`src/hw/rtl/efd_pkg.sv`:
```
// Shared types, codes and constants of the event frame deframer.
package efd_pkg;

  // Width of the row and column coordinates.
  localparam int COORD_BITS = 12;
  // Width of the frame size registers.
  localparam int CFG_W = 13;
  // Width of the row and column sums, wide enough for a full column step.
  localparam int SUM_W = ((COORD_BITS > 12) ? COORD_BITS : 12) + 1;
  // Width in which sums are compared with the size limits.
  localparam int LIM_W = (SUM_W > CFG_W) ? SUM_W : CFG_W;

  // Configuration register indexes.
  localparam logic CFG_REG_ROWS = 1'b0;
  localparam logic CFG_REG_COLS = 1'b1;

  // Reset values of the frame size registers.
  localparam logic [CFG_W-1:0] ROWS_RESET = CFG_W'(720);
  localparam logic [CFG_W-1:0] COLS_RESET = CFG_W'(1280);

  // Result kinds.
  localparam logic [1:0] KIND_FRAME_START = 2'd0;
  localparam logic [1:0] KIND_PIXEL_GROUP = 2'd1;
  localparam logic [1:0] KIND_FRAME_END   = 2'd2;
  localparam logic [1:0] KIND_ERROR       = 2'd3;

  // Error codes.
  localparam logic [1:0] ERR_NONE      = 2'd0;
  localparam logic [1:0] ERR_NO_HEADER = 2'd0;
  localparam logic [1:0] ERR_ROW_OVF   = 2'd1;
  localparam logic [1:0] ERR_COL_OVF   = 2'd2;
  localparam logic [1:0] ERR_TRUNCATED = 2'd3;

  // Stream byte values.
  localparam logic [7:0] SYNC_BYTE = 8'hF0;
  localparam logic [7:0] SYNC_LAST = 8'hFD;
  localparam logic [7:0] FILL_BYTE = 8'hFF;

  // Input word: one stream byte.
  typedef struct packed {
    logic [7:0] data_byte;
    logic       end_of_buffer;
  } efd_in_t;

  // Output word: one decoded result.
  typedef struct packed {
    logic [1:0]            kind;
    logic [1:0]            error_code;
    logic [COORD_BITS-1:0] row;
    logic [COORD_BITS-1:0] col;
    logic [31:0]           polarities;
    logic [63:0]           timestamp;
    logic                  last_of_run;
  } efd_out_t;

endpackage

```
`src/hw/rtl/event_frame_deframer_core.sv`:
```
// Top level of the event frame deframer: header search, body decode and result queue.
//
//  Channel  Direction  Handshake                 Word
//  in_      input      in_valid / in_stall       efd_in_t (data_byte, end_of_buffer)
//  out_     output     out_valid / out_stall     efd_out_t (one decoded result)
//  cfg_     input      cfg_valid / cfg_ready     cfg_index, cfg_wdata (frame size)
//
// One byte is taken per cycle while in_stall is low; its results are written to a three-word
// queue at the same edge, and out_word shows the head of the queue.
// A byte that yields two results (a frame start or group followed by a truncation
// error) puts two words in the queue; in_stall rises while fewer than two queue slots are free.
// The divide of the gap by 1000 is a registered reciprocal multiply that settles
// long before the last header byte. Reset is synchronous and clears all control state.
module event_frame_deframer_core import efd_pkg::*; (
  input  logic             clk,
  input  logic             rst_n,
  input  logic             in_valid,
  output logic             in_stall,
  input  efd_in_t          in_word,
  output logic             out_valid,
  input  logic             out_stall,
  output efd_out_t         out_word,
  input  logic             cfg_valid,
  output logic             cfg_ready,
  input  logic             cfg_index,
  input  logic [CFG_W-1:0] cfg_wdata
);

  localparam logic [1:0] PH_SEARCH = 2'd0;
  localparam logic [1:0] PH_HEADER = 2'd1;
  localparam logic [1:0] PH_BODY   = 2'd2;
  localparam logic [1:0] PH_SKIP   = 2'd3;

  localparam int QDEPTH = 3;
  localparam logic [LIM_W-1:0] COORD_CAP = LIM_W'(1) << COORD_BITS;
  // ceil(2^36 / 125): the gap shifted right by three, times this, shifted by 36.
  localparam logic [29:0] DIV_MAGIC = 30'd549755814;

  // Configuration registers.
  logic [CFG_W-1:0] rows_r;
  logic [CFG_W-1:0] cols_r;

  // Decoder state.
  logic [1:0]            phase_r,  phase_nxt;
  logic [4:0]            bcnt_r,   bcnt_nxt;
  logic                  hok_r,    hok_nxt;
  logic [7:0]            la_r   [8];
  logic [7:0]            la_nxt [8];
  logic [7:0]            la_w   [8];
  logic [63:0]           trig_r;
  logic [31:0]           gap_r;
  logic [58:0]           div_prod_r;
  logic [COORD_BITS-1:0] row_r,    row_nxt;
  logic [COORD_BITS-1:0] col_r,    col_nxt;

  // Result queue.
  efd_out_t   q_r [QDEPTH];
  efd_out_t   q_nxt [QDEPTH];
  logic [1:0] qcnt_r, qcnt_nxt;

  logic     in_acc;
  logic     pop;
  logic [7:0] b;
  logic     eob;
  logic     main_vld;
  efd_out_t main_res;
  logic     eob_vld;
  efd_out_t eob_res;
  efd_out_t res0;
  efd_out_t res1;
  logic [1:0] nres;

  logic [LIM_W-1:0] row_lim;
  logic [LIM_W-1:0] col_lim;
  logic [LIM_W-1:0] row_sum;
  logic [LIM_W-1:0] col_sum;
  logic [2:0]       lcnt;
  logic [3:0]       lcnt1;
  logic             non_ff;
  logic [4:0]       kk;
  logic [22:0]      quot;

  assign b      = in_word.data_byte;
  assign eob    = in_word.end_of_buffer;
  assign in_acc = in_valid && !in_stall;
  assign pop    = out_valid && !out_stall;

  assign cfg_ready = 1'b1;
  assign in_stall  = (qcnt_r > 2'd1);
  assign out_valid = (qcnt_r != 2'd0);
  assign out_word  = q_r[0];

  // Configuration writes.
  always_ff @(posedge clk) begin
    if (!rst_n) begin
      rows_r <= ROWS_RESET;
      cols_r <= COLS_RESET;
    end else if (cfg_valid && cfg_ready) begin
      if (cfg_index == CFG_REG_ROWS) begin
        rows_r <= cfg_wdata;
      end else begin
        cols_r <= cfg_wdata;
      end
    end
  end

  // Effective limits never exceed the coordinate range.
  always_comb begin
    row_lim = (LIM_W'(rows_r) < COORD_CAP) ? LIM_W'(rows_r) : COORD_CAP;
    col_lim = (LIM_W'(cols_r) < COORD_CAP) ? LIM_W'(cols_r) : COORD_CAP;
  end

  // Gap divided by 1000, as a reciprocal multiply registered every cycle.
  always_ff @(posedge clk) begin
    div_prod_r <= gap_r[31:3] * DIV_MAGIC;
  end
  assign quot = div_prod_r[58:36];

  // Lookahead with the current byte written at the fill position.
  assign lcnt  = bcnt_r[2:0];
  assign lcnt1 = {1'b0, lcnt} + 4'd1;
  assign kk    = bcnt_r;

  always_comb begin
    for (int i = 0; i < 8; i++) begin
      la_w[i] = (3'(i) == lcnt) ? b : la_r[i];
    end
    non_ff = 1'b0;
    for (int i = 0; i < 8; i++) begin
      if ((4'(i) < lcnt1) && (la_w[i] != FILL_BYTE)) begin
        non_ff = 1'b1;
      end
    end
    row_sum = LIM_W'(row_r) + LIM_W'(la_w[1]);
    col_sum = LIM_W'(col_r) + (LIM_W'(la_w[0]) << 4);
  end

  // Per-byte decode.
  always_comb begin
    logic [1:0] ph;
    logic       in_frame;
    logic       done;
    logic       restart;

    phase_nxt = phase_r;
    bcnt_nxt  = bcnt_r;
    hok_nxt   = hok_r;
    row_nxt   = row_r;
    col_nxt   = col_r;
    la_nxt    = la_r;
    main_vld  = 1'b0;
    main_res  = '0;
    eob_vld   = 1'b0;
    eob_res   = '0;
    in_frame  = 1'b0;
    done      = 1'b0;
    restart   = 1'b0;
    ph        = phase_r;

    // Trailing fill bytes after a tail are dropped; any other byte opens a search.
    if (phase_r == PH_SKIP) begin
      if (b != FILL_BYTE) begin
        ph       = PH_SEARCH;
        bcnt_nxt = 5'd0;
        hok_nxt  = 1'b1;
      end
    end

    unique case (ph)
      PH_SKIP: begin
        done = 1'b1;
        if (eob) begin
          restart = 1'b1;
        end
      end
      PH_SEARCH: begin
        if (bcnt_nxt[2:0] == 3'd7) begin
          if (hok_nxt && (b == SYNC_LAST)) begin
            phase_nxt = PH_HEADER;
            bcnt_nxt  = 5'd8;
            in_frame  = 1'b1;
          end else begin
            phase_nxt = PH_SEARCH;
            bcnt_nxt  = 5'd0;
            hok_nxt   = 1'b1;
          end
        end else begin
          phase_nxt = PH_SEARCH;
          if (b != SYNC_BYTE) begin
            hok_nxt = 1'b0;
          end
          bcnt_nxt = bcnt_nxt + 5'd1;
        end
      end
      PH_HEADER: begin
        in_frame = 1'b1;
        if (kk == 5'd31) begin
          main_vld           = 1'b1;
          main_res.kind      = KIND_FRAME_START;
          main_res.timestamp = trig_r + 64'(quot);
          phase_nxt          = PH_BODY;
          bcnt_nxt           = 5'd0;
          row_nxt            = '0;
          col_nxt            = '0;
        end else begin
          bcnt_nxt = kk + 5'd1;
        end
      end
      PH_BODY: begin
        in_frame = 1'b1;
        la_nxt   = la_w;
        bcnt_nxt = {1'b0, lcnt1};
        if ((lcnt1 >= 4'd5) && non_ff) begin
          // A complete group: row skip or sixteen pixels.
          if (la_w[0] == FILL_BYTE) begin
            if (row_sum >= row_lim) begin
              main_vld            = 1'b1;
              main_res.kind       = KIND_ERROR;
              main_res.error_code = ERR_ROW_OVF;
            end else begin
              row_nxt = row_sum[COORD_BITS-1:0];
              col_nxt = '0;
            end
          end else begin
            if (col_sum >= col_lim) begin
              main_vld            = 1'b1;
              main_res.kind       = KIND_ERROR;
              main_res.error_code = ERR_COL_OVF;
            end else begin
              col_nxt             = col_sum[COORD_BITS-1:0];
              main_vld            = 1'b1;
              main_res.kind       = KIND_PIXEL_GROUP;
              main_res.row        = row_r;
              main_res.col        = col_sum[COORD_BITS-1:0];
              main_res.polarities = {la_w[4], la_w[3], la_w[2], la_w[1]};
            end
          end
          la_nxt[0] = la_w[5];
          la_nxt[1] = la_w[6];
          la_nxt[2] = la_w[7];
          bcnt_nxt  = {1'b0, lcnt1 - 4'd5};
          if (main_vld && (main_res.kind == KIND_ERROR)) begin
            in_frame = 1'b0;
            done     = 1'b1;
            restart  = 1'b1;
          end
        end else if (lcnt1 >= 4'd8) begin
          // Eight fill bytes at a group boundary: the tail.
          main_vld      = 1'b1;
          main_res.kind = KIND_FRAME_END;
          in_frame      = 1'b0;
          done          = 1'b1;
          phase_nxt     = PH_SKIP;
          bcnt_nxt      = 5'd0;
        end
      end
      default: begin
        phase_nxt = PH_SEARCH;
      end
    endcase

    // End of buffer outside a finished frame is an error.
    if (eob) begin
      if (!done) begin
        eob_vld            = 1'b1;
        eob_res.kind       = KIND_ERROR;
        eob_res.error_code = in_frame ? ERR_TRUNCATED : ERR_NO_HEADER;
      end
      restart = 1'b1;
    end

    if (restart) begin
      phase_nxt = PH_SEARCH;
      bcnt_nxt  = 5'd0;
      hok_nxt   = 1'b1;
    end
  end

  // Order the results of this byte and mark the last one.
  always_comb begin
    res0 = main_vld ? main_res : eob_res;
    res1 = eob_res;
    res0.last_of_run = !(main_vld && eob_vld);
    res1.last_of_run = 1'b1;
    nres = 2'(main_vld) + 2'(eob_vld);
  end

  // Decoder registers.
  always_ff @(posedge clk) begin
    if (!rst_n) begin
      phase_r <= PH_SEARCH;
      bcnt_r  <= '0;
      hok_r   <= 1'b1;
      row_r   <= '0;
      col_r   <= '0;
    end else if (in_acc) begin
      phase_r <= phase_nxt;
      bcnt_r  <= bcnt_nxt;
      hok_r   <= hok_nxt;
      row_r   <= row_nxt;
      col_r   <= col_nxt;
    end
  end

  // Lookahead and header fields.
  always_ff @(posedge clk) begin
    if (in_acc) begin
      la_r <= la_nxt;
      if ((phase_r == PH_HEADER) && (kk >= 5'd8) && (kk < 5'd16)) begin
        trig_r[8*kk[2:0] +: 8] <= b;
      end
      if ((phase_r == PH_HEADER) && (kk >= 5'd20) && (kk < 5'd24)) begin
        gap_r[8*kk[1:0] +: 8] <= b;
      end
    end
  end

  // Result queue: pop at the head, then append this byte's results.
  always_comb begin
    logic [1:0] cnt_after;
    logic [1:0] push;

    push = in_acc ? nres : 2'd0;
    for (int i = 0; i < QDEPTH; i++) begin
      q_nxt[i] = q_r[i];
    end
    if (pop) begin
      for (int i = 0; i < QDEPTH - 1; i++) begin
        q_nxt[i] = q_r[i+1];
      end
    end
    cnt_after = qcnt_r - 2'(pop);
    for (int i = 0; i < QDEPTH; i++) begin
      if ((push != 2'd0) && (2'(i) == cnt_after)) begin
        q_nxt[i] = res0;
      end
      if ((push == 2'd2) && (2'(i) == cnt_after + 2'd1)) begin
        q_nxt[i] = res1;
      end
    end
    qcnt_nxt = cnt_after + push;
  end

  always_ff @(posedge clk) begin
    if (!rst_n) begin
      qcnt_r <= '0;
    end else begin
      qcnt_r <= qcnt_nxt;
    end
  end

  always_ff @(posedge clk) begin
    q_r <= q_nxt;
  end

endmodule

```
`config.mk`:
```
export PLATFORM = sky130hd
export DESIGN_NAME = event_frame_deframer_core
export DESIGN_NICKNAME = d
export VERILOG_FILES = /design/src/hw/rtl/efd_pkg.sv /design/src/hw/rtl/event_frame_deframer_core.sv
export SDC_FILE = /design/constraint.sdc
export NUM_CORES = 2
export LEC_CHECK = 0
export BUFFER_PORTS_ARGS = -buffer_cell sky130_fd_sc_hd__buf_2
export CORE_MARGIN = 10
export CORE_UTILIZATION = 25
export DETAILED_ROUTE_END_ITERATION = 8
export SYNTH_ARGS = -nofsm -noshare
export SYNTH_HDL_FRONTEND = slang
export SYNTH_SLANG_ARGS = --single-unit
```
`constraint.sdc`:
```
create_clock -name clk -period 10.3 [get_ports clk]
set_input_delay 1.03 -clock clk [delete_from_list [all_inputs] [get_ports clk]]
set_output_delay 1.03 -clock clk [all_outputs]
set_load 0.1 [all_outputs]
```
==> out/metrics.yaml <==
timing:
  period_share: 0.889
  drv_slew: 0
  layout_setup_ws_ps: 1150
  fmax_mhz: 109
  worstMarginPinSlew_ps: 1040
  rsz0062_at_grt: "no"
  finClkSkew_ps: 64.3
  setup_viol: 0
  relSlewSlack: 0.300
  min_period_ps: 9150
  hold_violations: 0
  finalSetupTns_ps: 0
drt:
  ant_nets: 0
  vias: 29200
  viasPerCell: 4.69
  routed_wl_mm: 116
  wl_per_cell_um: 18.7
  drc_errors: 0
  drt_first_pass_iters: 9
  drt_iter0_markers: 2345
critical_path:
  worstPathMaxFanout: 50
  startpoint: "bcnt_r[1]$_SDFFE_PN0P_"
  reg2reg_depth: 33
  cp-end-kind: "register"
  start_kind: "register"
  rrSetupSlack_ps: 1150
  crit_arrival_ps: 9520
  worstPathRequired_ps: 10670
  slowest_stage: "buf_4"
  r2r-end: "q_r[247]$_DFFE_PP_"
  crit_type: "reg2reg"
  slowest_delay_ps: 630
  cp-endpoint: "q_r[247]$_DFFE_PP_"
  crit-reg2reg-launch: "bcnt_r[1]$_SDFFE_PN0P_"
synthesis:
  synth_common_cells: "inv_1, ha_1, dfxtp_1, nand2_1, o21ai_0"
  yosysMostFrequentCell: "inv_1"
  avgSynthCellArea_sq_um: 9.68
  synth_top_flop_cell: "dfxtp_1"
  synthTopCellsByArea: "dfxtp_1, ha_1, fa_1"
  synth_seq_cells: 602
  syn_inst: 4137
  synth_edf_count: 169
  syn-cell-area_sq_um: 40100
  syn-num-nets: 4880
  synth_top_cell_area_share: 0.216
  yosysWarnings: 0
  ys_seq_area_frac: 0.343
  async_reset_ff_frac: 0
  yosys.cell_types.count: 86
  synth_area_leader_cell: "dfxtp_1"
place:
  hpwl_mm: 87.8
  dp_cells: 6106
  portBuffers: 154
  place_ws_ps: 1220
  gp_congestion: 0.870
cts:
  holdBufCountCts: 0
  cts_resized: 0
  cts-buffers-inserted: 60
  htree_levels: 2
  root_buffer: "clkbuf_16"
  cts_setup_buffers: 0
  cts_buffer_depth: 3
  clk_pin_slew_ps: 60
  cts_sinks: 602
  tritoncts: "built"
  clk_latency_ps: 680
global_routing:
  grt_pass1_wl_mm: 179
  grt_pass1_vias: 29600
  grtUsageTotal: 0.129
  overflow: 0
  grt_max_degree: 65
  antenna_found_initial: 12
run_status:
  status: "complete, no violations"
die:
  fp.dieW_um: 420
  ios: 156
  core_area_sq_um: 159000
  initial_utilization: 0.252
  dieHeight_um: 420
  dieArea_sq_um: 177000
  rows: 146
worst_hold_path:
  worstHoldStart: "q_r[103]$_SDFFE_PP0P_"
  hp-class: "reg2reg"
power_and_ir_drop:
  total_leakage_power_nw: 19.4
  powerDensity_nw_per_um2: 136
  ir_worst_vdd_mv: 0.129
final_layout:
  final_nets: 4839
  syn_to_final_growth_pct: 10.2
  drive_above_1_share: 0.0922
  fin_cells: 6218
run:
  drv_cap: 0
[flip-flops by register name, indices dropped and copies added, names as in the netlist, 8 cells and up]
name,cells
div_prod_r,23
cols_r,13
row_r,12
gap_r,29
rows_r,13
col_r,8
q_r,244
out_word,122
la_r,64
trig_r,64
[kinds of logic (layout without fill, tap and decap cells)]
kind of cell | after synthesis | after routing | synth area share
other | 1 | 2 | 0.0000936
buffers and inverters | 867 | 875 | 0.0945
DFF | 602 | 602 | 0.343
muxes | 117 | 117 | 0.0305
adders and majority gates | 715 | 715 | 0.274
AOI/OAI and AO/OA | 837 | 837 | 0.136
and+or+nand+nor | 907 | 907 | 0.103
xor gates and xnor gates | 91 | 91 | 0.0199
[worst max-delay path, delay by kind of cell (launching register included)]
kind | cells | cell delay [ps]
compound gates | 13 | 2810
fa+ha+maj | 5 | 1530
buf+inv | 5 | 1240
flops | 1 | 480
mux | 1 | 380
simple gates | 9 | 2410
[area by class of cell]
| class | instances | area [sq um] |
|---|---|---|
| diodes | 1 | 2.50 |
| clock buffers | 80 | 1690 |
| clock inverters | 31 | 299 |
| fillers | 16600 | 115000 |
| inverters | 570 | 2140 |
| multi-input cells | 2668 | 22600 |
| flip-flops and latches | 602 | 13700 |
| well taps | 2072 | 2590 |
| repair buffers | 194 | 1080 |
[power by group]
| group | internal, mW | total (mW) | switching (mW) | leakage [nW] |
|---|---|---|---|---|
| clock network | 1.22 | 2.20 | 0.984 | 0.992 |
| logic | 0.248 | 1.18 | 0.932 | 13.4 |
| registers | 2.53 | 2.61 | 0.0723 | 5.06 |
[routing by layer]
layer / global-route usage / vias up / share of wire
met1: 0.158 / 14400 / 0.42
li1: - / 13900 / -
met2: 0.237 / 666 / 0.51
met3: 0.0131 / 163 / 0.037
met4: 0.0365 / 6 / 0.029
met5: 0 / - / 0.00033
[worst min-delay path by stage]
stage / cells past startpoint / endpoint / slack, ps
after detailed placement: 2 / q_r[36]$_SDFFE_PP0P_ / 440
after global placement: 2 / q_r[24]$_SDFFE_PP0P_ / 430
after floorplan: 2 / q_r[104]$_SDFFE_PP0P_ / 420
final: 2 / q_r[103]$_SDFFE_PP0P_ / 450
after global routing: 2 / cols_r[0]$_SDFFE_PN0P_ / 470
after CTS: 2 / q_r[62]$_SDFFE_PP0P_ / 450
[cell usage in the layout, fill, tap and decap left out, drive strengths merged, types with 13 or more instances in the layout]
master | netlist | layout
inv | 569 | 572
ha | 447 | 447
dfxtp | 433 | 433
nand2 | 389 | 389
o21ai | 280 | 280
fa | 268 | 268
nor2 | 212 | 212
buf | 151 | 194
edfxtp | 169 | 169
a21oi | 139 | 139
a22oi | 136 | 136
clkbuf | 146 | 80
mux2i | 75 | 75
xnor2 | 59 | 59
nand3 | 57 | 57
o22ai | 48 | 48
nor3 | 46 | 46
mux2 | 42 | 42
a21o | 37 | 37
nand4 | 36 | 36
nand2b | 35 | 35
xor2 | 32 | 32
and2 | 29 | 29
a311oi | 26 | 26
clkinv | 1 | 26
o21a | 25 | 25
nor2b | 24 | 24
a222oi | 24 | 24
and3 | 21 | 21
a211oi | 19 | 19
a22o | 17 | 17
or3 | 15 | 15
nor4 | 13 | 13
[metrics by stage]
step	area [sq um]	total power, mW	hold WS, ps	util
after floorplan	40100	3.55	424	-
after global placement	42200	3.83	434	0.266
after detailed placement	42200	3.84	442	0.266
after CTS	44200	6.04	454	0.278
after global routing	44200	6.20	470	0.278
final	44200	5.99	453	0.278
Power figures use the tool's default switching activity.
